## config.mk

```make
export PLATFORM = sky130hd
export DESIGN_NAME = zigzag_zero_run_coder_flat
export DESIGN_NICKNAME = d
export VERILOG_FILES = /design/src/sv/zzrc_pkg.sv /design/src/sv/zzrc_req_if.sv /design/src/sv/zzrc_rsp_if.sv /design/src/sv/zigzag_zero_run_coder.sv /design/src/sv/zzrc_scan.sv /design/src/sv/zzrc_out_queue.sv /design/src/flat_wrapper.sv
export VERILOG_INCLUDE_DIRS = /design/src /design/src/sv
export SDC_FILE = /design/constraint.sdc
export NUM_CORES = 1
export LEC_CHECK = 0
export BUFFER_PORTS_ARGS = -buffer_cell sky130_fd_sc_hd__clkbuf_2
export CORE_ASPECT_RATIO = 1.25
export CORE_UTILIZATION = 35
export DETAILED_ROUTE_END_ITERATION = 12
export PLACE_DENSITY = 0.51
export SYNTH_ARGS = -nofsm -noshare
export SYNTH_HDL_FRONTEND = slang
export SYNTH_SLANG_ARGS = --single-unit
```

## constraint.sdc

```tcl
create_clock -name clock -period 6.7 [get_ports clock]
set_input_delay 1.34 -clock clock [delete_from_list [all_inputs] [get_ports clock]]
set_output_delay 1.34 -clock clock [all_outputs]
set_load 0.1 [all_outputs]
```

## src/sv/assert_macros.svh

```systemverilog
// assertion macros shared by the rtl files
`ifndef ASSERT_MACROS_SVH
`define ASSERT_MACROS_SVH
`ifndef SYNTH
// property that must hold at every clock edge outside reset
`define ZZRC_ASSERT(label, clk, rst, prop, msg) \
   label: assert property (@(posedge clk) disable iff (rst) (prop)) else $error(msg);
// condition in one cycle implies a condition in the next cycle
`define ZZRC_ASSERT_NEXT(label, clk, rst, cond, prop, msg) \
   label: assert property (@(posedge clk) disable iff (rst) (cond) |=> (prop)) else $error(msg);
`else
`define ZZRC_ASSERT(label, clk, rst, prop, msg)
`define ZZRC_ASSERT_NEXT(label, clk, rst, cond, prop, msg)
`endif
`endif

```

## src/sv/zzrc_pkg.sv

```systemverilog
// types, constants and helper functions of the zero run coder
package zzrc_pkg;

   localparam int BlockSide = 8;
   localparam int BlockLen = BlockSide * BlockSide;
   localparam int PosWidth = $clog2(BlockLen);

   localparam int CoeffWidth = 16;
   localparam int RunWidth = 6;
   localparam int WidthWidth = 5;
   localparam int CountWidth = 7;

   localparam int QueueDepth = 4;
   localparam int QueueIdxWidth = $clog2(QueueDepth);
   localparam int QueueCntWidth = $clog2(QueueDepth + 1);

   typedef enum logic {
      KIND_ENTRY = 1'b0,
      KIND_HEADER = 1'b1
   } kind_type;

   typedef struct packed {
      kind_type kind;
      logic [RunWidth-1:0] zero_run;
      logic [WidthWidth-1:0] width;
      logic signed [CoeffWidth-1:0] value;
      logic [CountWidth-1:0] element_count;
      logic end_of_block;
   } rsp_type;

   typedef struct packed {
      logic entry_valid;
      logic header_valid;
      rsp_type entry;
      rsp_type header;
   } scan_out_type;

   // minimal two's complement width of a nonzero coefficient
   function automatic logic [WidthWidth-1:0] signed_width(
      input logic signed [CoeffWidth-1:0] c);
      logic [CoeffWidth-1:0] mag;
      logic [WidthWidth-1:0] n;
      mag = c[CoeffWidth-1] ? ~c : c;
      n = '0;
      for (int i = 0; i < CoeffWidth - 1; i++) begin
         if (mag[i]) begin
            n = WidthWidth'(i + 1);
         end
      end
      return n + WidthWidth'(1);
   endfunction

   // bit length of the covered count
   function automatic logic [WidthWidth-1:0] count_bits(input logic [CountWidth-1:0] v);
      logic [WidthWidth-1:0] n;
      n = '0;
      for (int i = 0; i < CountWidth; i++) begin
         if (v[i]) begin
            n = WidthWidth'(i + 1);
         end
      end
      return n;
   endfunction

endpackage

```

## src/sv/zzrc_req_if.sv

```systemverilog
// coefficient input channel
interface zzrc_req_if import zzrc_pkg::*; ();
   logic valid;
   logic ready;
   logic signed [CoeffWidth-1:0] coeff;

   modport source (output valid, output coeff, input ready);
   modport sink (input valid, input coeff, output ready);
endinterface

```

## src/sv/zzrc_rsp_if.sv

```systemverilog
// result output channel
interface zzrc_rsp_if import zzrc_pkg::*; ();
   logic valid;
   logic ready;
   logic kind;
   logic [RunWidth-1:0] zero_run;
   logic [WidthWidth-1:0] width;
   logic signed [CoeffWidth-1:0] value;
   logic [CountWidth-1:0] element_count;
   logic end_of_block;

   modport source (output valid, output kind, output zero_run, output width,
                   output value, output element_count, output end_of_block,
                   input ready);
   modport sink (input valid, input kind, input zero_run, input width,
                 input value, input element_count, input end_of_block,
                 output ready);
endinterface

```

## src/sv/zigzag_zero_run_coder.sv

```systemverilog
// an item is registered on accept, and its results are written into the result queue once the queue has room
// the first result is offered from the queue after that write
// throughput: one item per cycle while the queue has room; a block's last coefficient that is nonzero gives two
// results, which both leave through the four-entry result queue
// the input stalls while an item is held and three or more results wait in the queue
// reset: synchronous, clears block position, run, widest entry, covered count and queue
module zigzag_zero_run_coder import zzrc_pkg::*; (
   input  logic clock,
   input  logic reset,
   zzrc_req_if.sink req_bus,
   zzrc_rsp_if.source rsp_bus
);

   logic signed [CoeffWidth-1:0] coeff_ff;
   logic hold_ff, hold_in;
   logic fire;
   logic room;
   logic accept;
   scan_out_type scan_out;
   rsp_type head;

   zzrc_scan u_scan (
      .clock    (clock),
      .reset    (reset),
      .fire     (fire),
      .coeff    (coeff_ff),
      .scan_out (scan_out)
   );

   zzrc_out_queue u_queue (
      .clock     (clock),
      .reset     (reset),
      .push_en   (fire),
      .scan_out  (scan_out),
      .room      (room),
      .out_valid (rsp_bus.valid),
      .out_ready (rsp_bus.ready),
      .out_data  (head)
   );

   always_comb begin
      fire = hold_ff && room;
      req_bus.ready = !hold_ff || fire;
      accept = req_bus.valid && req_bus.ready;
      hold_in = accept ? 1'b1 : (fire ? 1'b0 : hold_ff);

      rsp_bus.kind = head.kind;
      rsp_bus.zero_run = head.zero_run;
      rsp_bus.width = head.width;
      rsp_bus.value = head.value;
      rsp_bus.element_count = head.element_count;
      rsp_bus.end_of_block = head.end_of_block;
   end

   always_ff @(posedge clock) begin
      if (accept) begin
         coeff_ff <= req_bus.coeff;
      end
   end

   always_ff @(posedge clock) begin
      if (reset) begin
         hold_ff <= 1'b0;
      end else begin
         hold_ff <= hold_in;
      end
   end

endmodule

```

## src/sv/zzrc_scan.sv

```systemverilog
// block state and per-coefficient entry and header generation
`include "assert_macros.svh"
module zzrc_scan import zzrc_pkg::*; (
   input  logic clock,
   input  logic reset,
   input  logic fire,
   input  logic signed [CoeffWidth-1:0] coeff,
   output scan_out_type scan_out
);

   logic [PosWidth-1:0] position_ff, position_in;
   logic [RunWidth-1:0] run_ff, run_in;
   logic [WidthWidth-1:0] max_ff, max_in;
   logic [CountWidth-1:0] covered_ff, covered_in;

   logic is_nz;
   logic is_last;
   logic [WidthWidth-1:0] ent_width;
   logic [WidthWidth-1:0] max_nxt;
   logic [CountWidth-1:0] covered_nxt;
   logic [RunWidth-1:0] run_nxt;
   logic [WidthWidth-1:0] cov_width;

   always_comb begin
      is_nz = (coeff != '0);
      is_last = (position_ff == PosWidth'(BlockLen - 1));
      ent_width = signed_width(coeff);
      max_nxt = (is_nz && (ent_width > max_ff)) ? ent_width : max_ff;
      covered_nxt = is_nz ? (covered_ff + CountWidth'(run_ff) + CountWidth'(1)) : covered_ff;
      run_nxt = is_nz ? '0 : (run_ff + RunWidth'(1));
      cov_width = count_bits(covered_nxt);

      scan_out.entry_valid = is_nz;
      scan_out.entry.kind = KIND_ENTRY;
      scan_out.entry.zero_run = run_ff;
      scan_out.entry.width = ent_width;
      scan_out.entry.value = coeff;
      scan_out.entry.element_count = '0;
      scan_out.entry.end_of_block = 1'b0;

      scan_out.header_valid = is_last;
      scan_out.header.kind = KIND_HEADER;
      scan_out.header.zero_run = '0;
      scan_out.header.width = (cov_width > max_nxt) ? cov_width : max_nxt;
      scan_out.header.value = '0;
      scan_out.header.element_count = covered_nxt;
      scan_out.header.end_of_block = 1'b1;
   end

   // block close drops trailing zeros and starts over
   always_comb begin
      position_in = position_ff;
      run_in = run_ff;
      max_in = max_ff;
      covered_in = covered_ff;
      if (fire) begin
         if (is_last) begin
            position_in = '0;
            run_in = '0;
            max_in = '0;
            covered_in = '0;
         end else begin
            position_in = position_ff + PosWidth'(1);
            run_in = run_nxt;
            max_in = max_nxt;
            covered_in = covered_nxt;
         end
      end
   end

   always_ff @(posedge clock) begin
      if (reset) begin
         position_ff <= '0;
         run_ff <= '0;
         max_ff <= '0;
         covered_ff <= '0;
      end else begin
         position_ff <= position_in;
         run_ff <= run_in;
         max_ff <= max_in;
         covered_ff <= covered_in;
      end
   end

   `ZZRC_ASSERT_NEXT(a_close_clears, clock, reset, fire && is_last,
      position_ff == '0 && covered_ff == '0 && run_ff == '0, "block state not cleared on close")
   `ZZRC_ASSERT(a_cover_bound, clock, reset,
      covered_ff <= CountWidth'(position_ff), "covered count ahead of position")

endmodule

```

## src/sv/zzrc_out_queue.sv

```systemverilog
// small result queue taking up to two results per cycle
`include "assert_macros.svh"
module zzrc_out_queue import zzrc_pkg::*; (
   input  logic clock,
   input  logic reset,
   input  logic push_en,
   input  scan_out_type scan_out,
   output logic room,
   output logic out_valid,
   input  logic out_ready,
   output rsp_type out_data
);

   rsp_type mem_ff [QueueDepth];
   logic [QueueIdxWidth-1:0] wr_ptr_ff, wr_ptr_in;
   logic [QueueIdxWidth-1:0] rd_ptr_ff, rd_ptr_in;
   logic [QueueCntWidth-1:0] count_ff, count_in;

   logic [1:0] n_push;
   logic pop;
   rsp_type slot0;

   always_comb begin
      n_push = push_en ? ({1'b0, scan_out.entry_valid} + {1'b0, scan_out.header_valid}) : 2'd0;
      slot0 = scan_out.entry_valid ? scan_out.entry : scan_out.header;
      out_valid = (count_ff != '0);
      out_data = mem_ff[rd_ptr_ff];
      pop = out_valid && out_ready;
      room = (count_ff <= QueueCntWidth'(QueueDepth - 2));
      wr_ptr_in = wr_ptr_ff + QueueIdxWidth'(n_push);
      rd_ptr_in = rd_ptr_ff + QueueIdxWidth'(pop);
      count_in = count_ff + QueueCntWidth'(n_push) - QueueCntWidth'(pop);
   end

   always_ff @(posedge clock) begin
      if (n_push != 2'd0) begin
         mem_ff[wr_ptr_ff] <= slot0;
      end
      if (n_push == 2'd2) begin
         mem_ff[wr_ptr_ff + QueueIdxWidth'(1)] <= scan_out.header;
      end
   end

   always_ff @(posedge clock) begin
      if (reset) begin
         wr_ptr_ff <= '0;
         rd_ptr_ff <= '0;
         count_ff <= '0;
      end else begin
         wr_ptr_ff <= wr_ptr_in;
         rd_ptr_ff <= rd_ptr_in;
         count_ff <= count_in;
      end
   end

   `ZZRC_ASSERT(a_no_overflow, clock, reset,
      count_ff <= QueueCntWidth'(QueueDepth), "result queue over capacity")
   `ZZRC_ASSERT(a_push_room, clock, reset,
      !push_en || room, "results pushed without room")

endmodule

```

## src/flat_wrapper.sv

```systemverilog
// flat-port wrapper written by rule: the top's interface ports become plain ports
module zigzag_zero_run_coder_flat import zzrc_pkg::*;
  (clock, reset, req_bus_valid, req_bus_coeff, req_bus_ready, rsp_bus_valid, rsp_bus_kind, rsp_bus_zero_run, rsp_bus_width, rsp_bus_value, rsp_bus_element_count, rsp_bus_end_of_block, rsp_bus_ready);
  zzrc_req_if req_bus_i ();
  zzrc_rsp_if rsp_bus_i ();
  input  logic clock;
  input  logic reset;
  input wire logic [$bits(req_bus_i.valid)-1:0] req_bus_valid;
  input wire logic [$bits(req_bus_i.coeff)-1:0] req_bus_coeff;
  output wire logic [$bits(req_bus_i.ready)-1:0] req_bus_ready;
  output wire logic [$bits(rsp_bus_i.valid)-1:0] rsp_bus_valid;
  output wire logic [$bits(rsp_bus_i.kind)-1:0] rsp_bus_kind;
  output wire logic [$bits(rsp_bus_i.zero_run)-1:0] rsp_bus_zero_run;
  output wire logic [$bits(rsp_bus_i.width)-1:0] rsp_bus_width;
  output wire logic [$bits(rsp_bus_i.value)-1:0] rsp_bus_value;
  output wire logic [$bits(rsp_bus_i.element_count)-1:0] rsp_bus_element_count;
  output wire logic [$bits(rsp_bus_i.end_of_block)-1:0] rsp_bus_end_of_block;
  input wire logic [$bits(rsp_bus_i.ready)-1:0] rsp_bus_ready;
  assign req_bus_i.valid = req_bus_valid;
  assign req_bus_i.coeff = req_bus_coeff;
  assign req_bus_ready = req_bus_i.ready;
  assign rsp_bus_valid = rsp_bus_i.valid;
  assign rsp_bus_kind = rsp_bus_i.kind;
  assign rsp_bus_zero_run = rsp_bus_i.zero_run;
  assign rsp_bus_width = rsp_bus_i.width;
  assign rsp_bus_value = rsp_bus_i.value;
  assign rsp_bus_element_count = rsp_bus_i.element_count;
  assign rsp_bus_end_of_block = rsp_bus_i.end_of_block;
  assign rsp_bus_i.ready = rsp_bus_ready;
  zigzag_zero_run_coder u_core (.clock(clock), .reset(reset), .req_bus(req_bus_i), .rsp_bus(rsp_bus_i));
endmodule
```

**After elaboration in Yosys (flattened, before gate mapping)**

Memory sizes are Yosys's and may differ from the RTL's. A register that Yosys moved wholly into a read port is not among the register bits.
Cells that the tools add are included.

- $add $sub $neg: 11
- $lt $le $gt $ge: 3
- Equal/unequal tests: 2
- Multiplexer cells: 40
- Bitwise logic cells: 1
- Reductions and logical operators: 10

Operators with widths:

| operator | number |
|---|---|
| 5-bit 2-to-1 mux | 23 |
| 36-bit 2-to-1 mux | 1 |
| 6-bit 2-to-1 mux | 3 |
| 16-bit nonzero test | 1 |
| 15-bit 2-to-1 mux | 1 |
| 15-bit NOT | 1 |
| 7-bit 2-to-1 mux | 2 |
| 6-bit by 1-bit adder with 6-bit output, second input constant | 2 |
| 5-bit greater-than comparator | 2 |
| 1-bit 2-to-1 mux | 8 |
| 7-bit by 1-bit adder with 7-bit output, second input constant | 1 |
| 7-bit by 6-bit adder with 7-bit output | 1 |
| 6-bit == test, second input constant | 1 |
| 5-bit by 1-bit adder with 5-bit output, second input constant | 1 |
| 1-bit logical AND | 4 |
| 2-bit 2-to-1 mux | 2 |
| 2-bit nonzero test | 2 |
| 3-bit by 2-bit adder with 3-bit output | 1 |
| 3-bit by 2-bit <= comparator with 1-bit output, second input constant | 1 |
| 3-bit nonzero test | 1 |
| 3-bit by 1-bit subtractor with 3-bit output | 1 |
| 1-bit by 1-bit adder with 2-bit output | 1 |
| 2-bit by 1-bit adder with 2-bit output | 1 |
| 2-bit by 1-bit adder with 2-bit output, second input constant | 1 |
| other kinds (4) | 4 |

- Register bits: 48
- RAM bits: 144
- Input bits: 20
- Output and inout port bits: 38
- Word-level logic and storage cells: 77
- Memories: 1

Memory list:

| memory | words | bits a word | read ports | clocked after memory_dff | write ports | RTL line | text |
|---|---|---|---|---|---|---|---|
| u_core.u_queue.mem_ff | 4 | 36 | 1 | 1 | 2 | zzrc_out_queue.sv:14 | `rsp_type mem_ff [QueueDepth];` |

**Depth between registers and ports, before layout**

- Word-level depth: 24
- Mapped depth: 27
- Gate-level depth less buffers: 24

**By module**

A second synthesis with hierarchy kept.

- Cells, all modules: 805
- Area, all modules: 10,442.5 um^2

By module, submodules not included:

| module | times used | cells each | area an instance (um^2) | sequential area each (um^2) |
|---|---|---|---|---|
| zzrc_out_queue | 1 | 456 | 7,402.1 | 4,464.3 |
| zzrc_scan | 1 | 327 | 2,497.4 | 480.5 |
| zigzag_zero_run_coder | 1 | 22 | 543.0 | 500.5 |

**Worst setup path before layout**

Ideal clock, no wire load.

- Path kind: register -> register
- Start: reg u_core.coeff_ff[1]
- End: mem u_core.u_queue.mem_ff[2][26] (netlist name), data pin
- Library setup time: 0.259 ns
- Data arrival time: 4.940 ns
- Data required time: 6.441 ns
- Slack: 1.501 ns
- Stages on the path, launching flop included: 25
- Path buffers: 2
- Period minus slack after synthesis: 5.199 ns
- Cell sequence: edfxtp_1 clkbuf_1 nor2_1 a221oi_1 o22ai_1 o2bb2ai_1 nand2_1 ha_1 xnor2_1 inv_1 ha_1 a21oi_1 nand2_1 a221oi_1 or2_2 dlygate4sd2_1 o21bai_1 ha_1 nor2b_1 o21ai_0 a32oi_1 o21ai_0 a211oi_1 a211oi_1 a211o_1

RTL lines:

| item | RTL line | text |
|---|---|---|
| start, declared | zigzag_zero_run_coder.sv:14 | `logic signed [CoeffWidth-1:0] coeff_ff;` |
| start signal, assigned | zigzag_zero_run_coder.sv:57 | `coeff_ff <= req_bus.coeff;` |
| end, declared | zzrc_out_queue.sv:14 |  |

==> metrics <==
hpwl dp=16.6 mm; die width=146 um; cell internal pwr=0.00243 W; WL/cell=20.2 um; Critical Path Start Type=flip-flop; CTS root buf=clkbuf_16; Tcrit/Tclk final=90.6%; GR Util All Layers=19.1%; EDFF count, synth=64; combinational cell fraction of total power=41.5%; 1st-iter DRT viols=449; max-slew violation count=0; unrepaired setup endpoints after global routing=no; relative slew slack=41.0%; Post-CTS Hold Buffers=0; total wire length=25.1 mm; diode count=0; most repeated library cell on the critical path=ha_1; drt pass-1 iters=5; outcome=complete, no violations; asr flop ratio synth=0%; Core Region=0.0255 mm2; total power=0.00432 W; TritonCTS clock tree=done; io pins=58; final hold vios=0; clock transition at the registers of the reported paths=70 ps; vias per inst=5.61; ys flop type=dfxtp_1; Seq/Total Area, Yosys=48.2%; syn avg cell area=10.4 um2; Sw Ratio=43.9%; Synth area leaders=dfxtp_1 (27%), edfxtp_1 (21%), mux4_2 (8.6%); Critical Path, Cell by Cell=inv_1 -> a221oi_1 -> o22ai_1 -> o2bb2ai_1 -> nand2_1 -> ha_1 -> xnor2_1 -> inv_1 -> ha_1 -> a21oi_1 -> nand2_1 -> a221oi_1 -> nor2_2 -> mux2i_1 -> ha_1 -> nor2b_1 -> o21ai_0 -> a32oi_1 -> o21ai_0 -> a211oi_1 -> a211oi_1 -> a211o_1; clk_lat worst skew=440 ps; type of the worst min-delay path=reg -> reg; Register-to-Register Path Depth=22; largest area contributor in the netlist=dfxtp_1; initial core utilization=35.9%; Num Clock Sinks=188; DRC=0; worst slew pin tran=885 ps; Fin Setup TNS=0 ps; Max rail drop VDD=0.417 mV; overflow left after global routing=0; crit path buf inv count=2; clk buf depth=2; Clock power frac=23.2%; IO buf count=57; Setup violations, final=0; Synth Warn #=0; Peak Freq=165 MHz; Die ar.=0.0267 mm2; Syn Inst Count=874; first-pass GRT wire length=38.9 mm; Psw=0.00190 W; Setup crit end kind=flip-flop; crit path DAT=6260 ps; initial antenna violation count=0; R2R setup slack=630 ps; pwr/cell area=424 mW/mm2; CP max stage delay=490 ps; final clock skew=11.8 ps; CP max stage cell=a221oi_1; cts bufs inserted=17; Min Clock Period, post-route=6070 ps; sequential share of power=35.4%; Placer Congestion=0.852; Vias=6973; worst-path fanout max=10; Seq cells post-synth=188; WS Path Type=reg -> reg; post-cts sizing count=0; synthesized net count=920; postcts setup bufs=0; fin nets=942; largest net degree at the start of global routing=38; layout cells sized above 1=18.5%; max-cap viol count=0; Pleak=3.81 nW; FP Rows=65; Hold Crit Depth=2; P&R area growth vs syn=11.7%; CP top delay family=compound AO/OA/AOI/OAI gates; vias in the first global route=6846; post-synth top area share=27.2%; CTS H-tree lvls=4; Die Ht=183 um; Critical Path Stages=22; synthesized area=0.00913 mm2; Routed Antenna Nets=0; hold slack=453 ps; Worst Path Required=6890 ps; Synth cell types=71
==> power by group through the flow <==
| stage | combinational [W] | clock [W] | sequential [W] |
|---|---|---|---|
| 2_1_floorplan | 0.00157 | 0 | 0.00148 |
| 3_3_place_gp | 0.00179 | 0 | 0.00155 |
| 3_5_place_dp | 0.00179 | 0 | 0.00155 |
| 4_1_cts | 0.00180 | 0.00103 | 0.00153 |
| 5_1_grt | 0.00190 | 0.00107 | 0.00156 |
| 6_report | 0.00179 | 0.00100 | 0.00153 |
==> per-layer routing <==
metal	vias up	global-route usage, %	part of all wire [%]
li1	3296	-	-
met1	3439	23.9	44
met2	203	33.1	49
met3	35	3.03	4.6
met4	0	7.00	2.1
met5	-	0	0
==> stage by stage <==
step	instances	util (%)	worst slack [ps]	area (um2)
6_report	1244	40.1	629	10200
5_1_grt	1244	40.1	31.7	10200
4_1_cts	1240	40.0	669	10200
3_5_place_dp	1208	37.7	674	9600
3_3_place_gp	1208	37.7	839	9600
2_1_floorplan	874	-	1500	9130
==> area by class of cell <==
| cell class | instances | area (um2) |
|---|---|---|
| clock buffers | 25 | 497 |
| clock inverters | 7 | 80.1 |
| fillers | 2494 | 15300 |
| inverters | 30 | 113 |
| multi-input cells | 583 | 4260 |
| flip-flops and latches | 188 | 4410 |
| well taps | 335 | 419 |
| repair buffers | 76 | 428 |
==> logic make-up (layout without fill, tap and decap cells) <==
family | Yosys count | after routing | synth area share [%]
AO/OA/AOI/OAI | 246 | 246 | 19.3
XOR/XNOR | 16 | 16 | 1.53
adder cells (fa/ha/maj) | 26 | 26 | 3.73
buffers and inverters | 103 | 138 | 5.43
flip-flops | 188 | 188 | 48.2
multiplexers | 40 | 40 | 9.19
AND/OR/NAND/NOR | 255 | 255 | 12.6
==> cell usage after synthesis, types with 5 or more instances <==
| cell | n |
|---|---|
| a21oi_1 | 65 |
| a22o_1 | 39 |
| a22oi_1 | 8 |
| a32o_1 | 33 |
| and2_1 | 5 |
| buf_1 | 10 |
| clkbuf_1 | 45 |
| clkbuf_8 | 5 |
| dfxtp_1 | 124 |
| edfxtp_1 | 64 |
| ha_1 | 24 |
| inv_1 | 29 |
| mux4_2 | 35 |
| nand2_1 | 104 |
| nand2b_1 | 8 |
| nand3_1 | 16 |
| nand4_1 | 9 |
| nor2_1 | 67 |
| nor2b_1 | 8 |
| nor3_1 | 11 |
| o21ai_0 | 37 |
| o22ai_1 | 8 |
| or2_2 | 9 |
| or3_1 | 6 |
| xnor2_1 | 8 |
| xor2_1 | 8 |
==> sequential cells by signal, indices dropped and copies added (netlist names) <==
name                       count
u_core.coeff_ff               16
u_core.hold_ff                 1
u_core.u_queue.count_ff        3
u_core.u_queue.mem_ff        140
u_core.u_queue.rd_ptr_ff       2
u_core.u_queue.wr_ptr_ff       2
u_core.u_scan.covered_ff       7
u_core.u_scan.max_ff           5
u_core.u_scan.position_ff      6
u_core.u_scan.run_ff           6
==> worst min-delay path: cells and delay by family, from the launching register on <==
family,cells,cell delay (ps)
AND/OR/NAND/NOR,2,90
flip-flops,1,320
==> final timing paths <==
kind / endpoint / from
max: u_core.u_queue.mem_ff[2][26] / u_core.coeff_ff[3]
min: u_core.u_queue.mem_ff[0][0] / u_core.u_queue.mem_ff[0][0]
max reg2reg: u_core.u_queue.mem_ff[2][26] / u_core.coeff_ff[3]
min reg2reg: u_core.u_queue.mem_ff[0][0] / u_core.u_queue.mem_ff[0][0]
==> placed cells by master (no fill, tap or decap), drive strengths merged, types with 3 or more instances in the layout <==
cell type and count:
dfxtp 124, nand2 104, clkbuf 82, nor2 69, a21oi 66, edfxtp 64, a22o 40, o21ai 40
mux4 35, inv 34, a32o 33, ha 24, buf 19, nand3 16, nor3 11, or2 9
nand4 9, nand2b 8, nor2b 8, xor2 8, xnor2 8, o22ai 8, a22oi 8, or3 7
and2 7, a21o 5, mux2i 4, a311oi 4, a221oi 4, o21a 4, a31oi 3, o211ai 3
o31ai 3, o211a 3, a32oi 3, a211oi 3, nor4 3
Power figures use the tool's default switching activity.
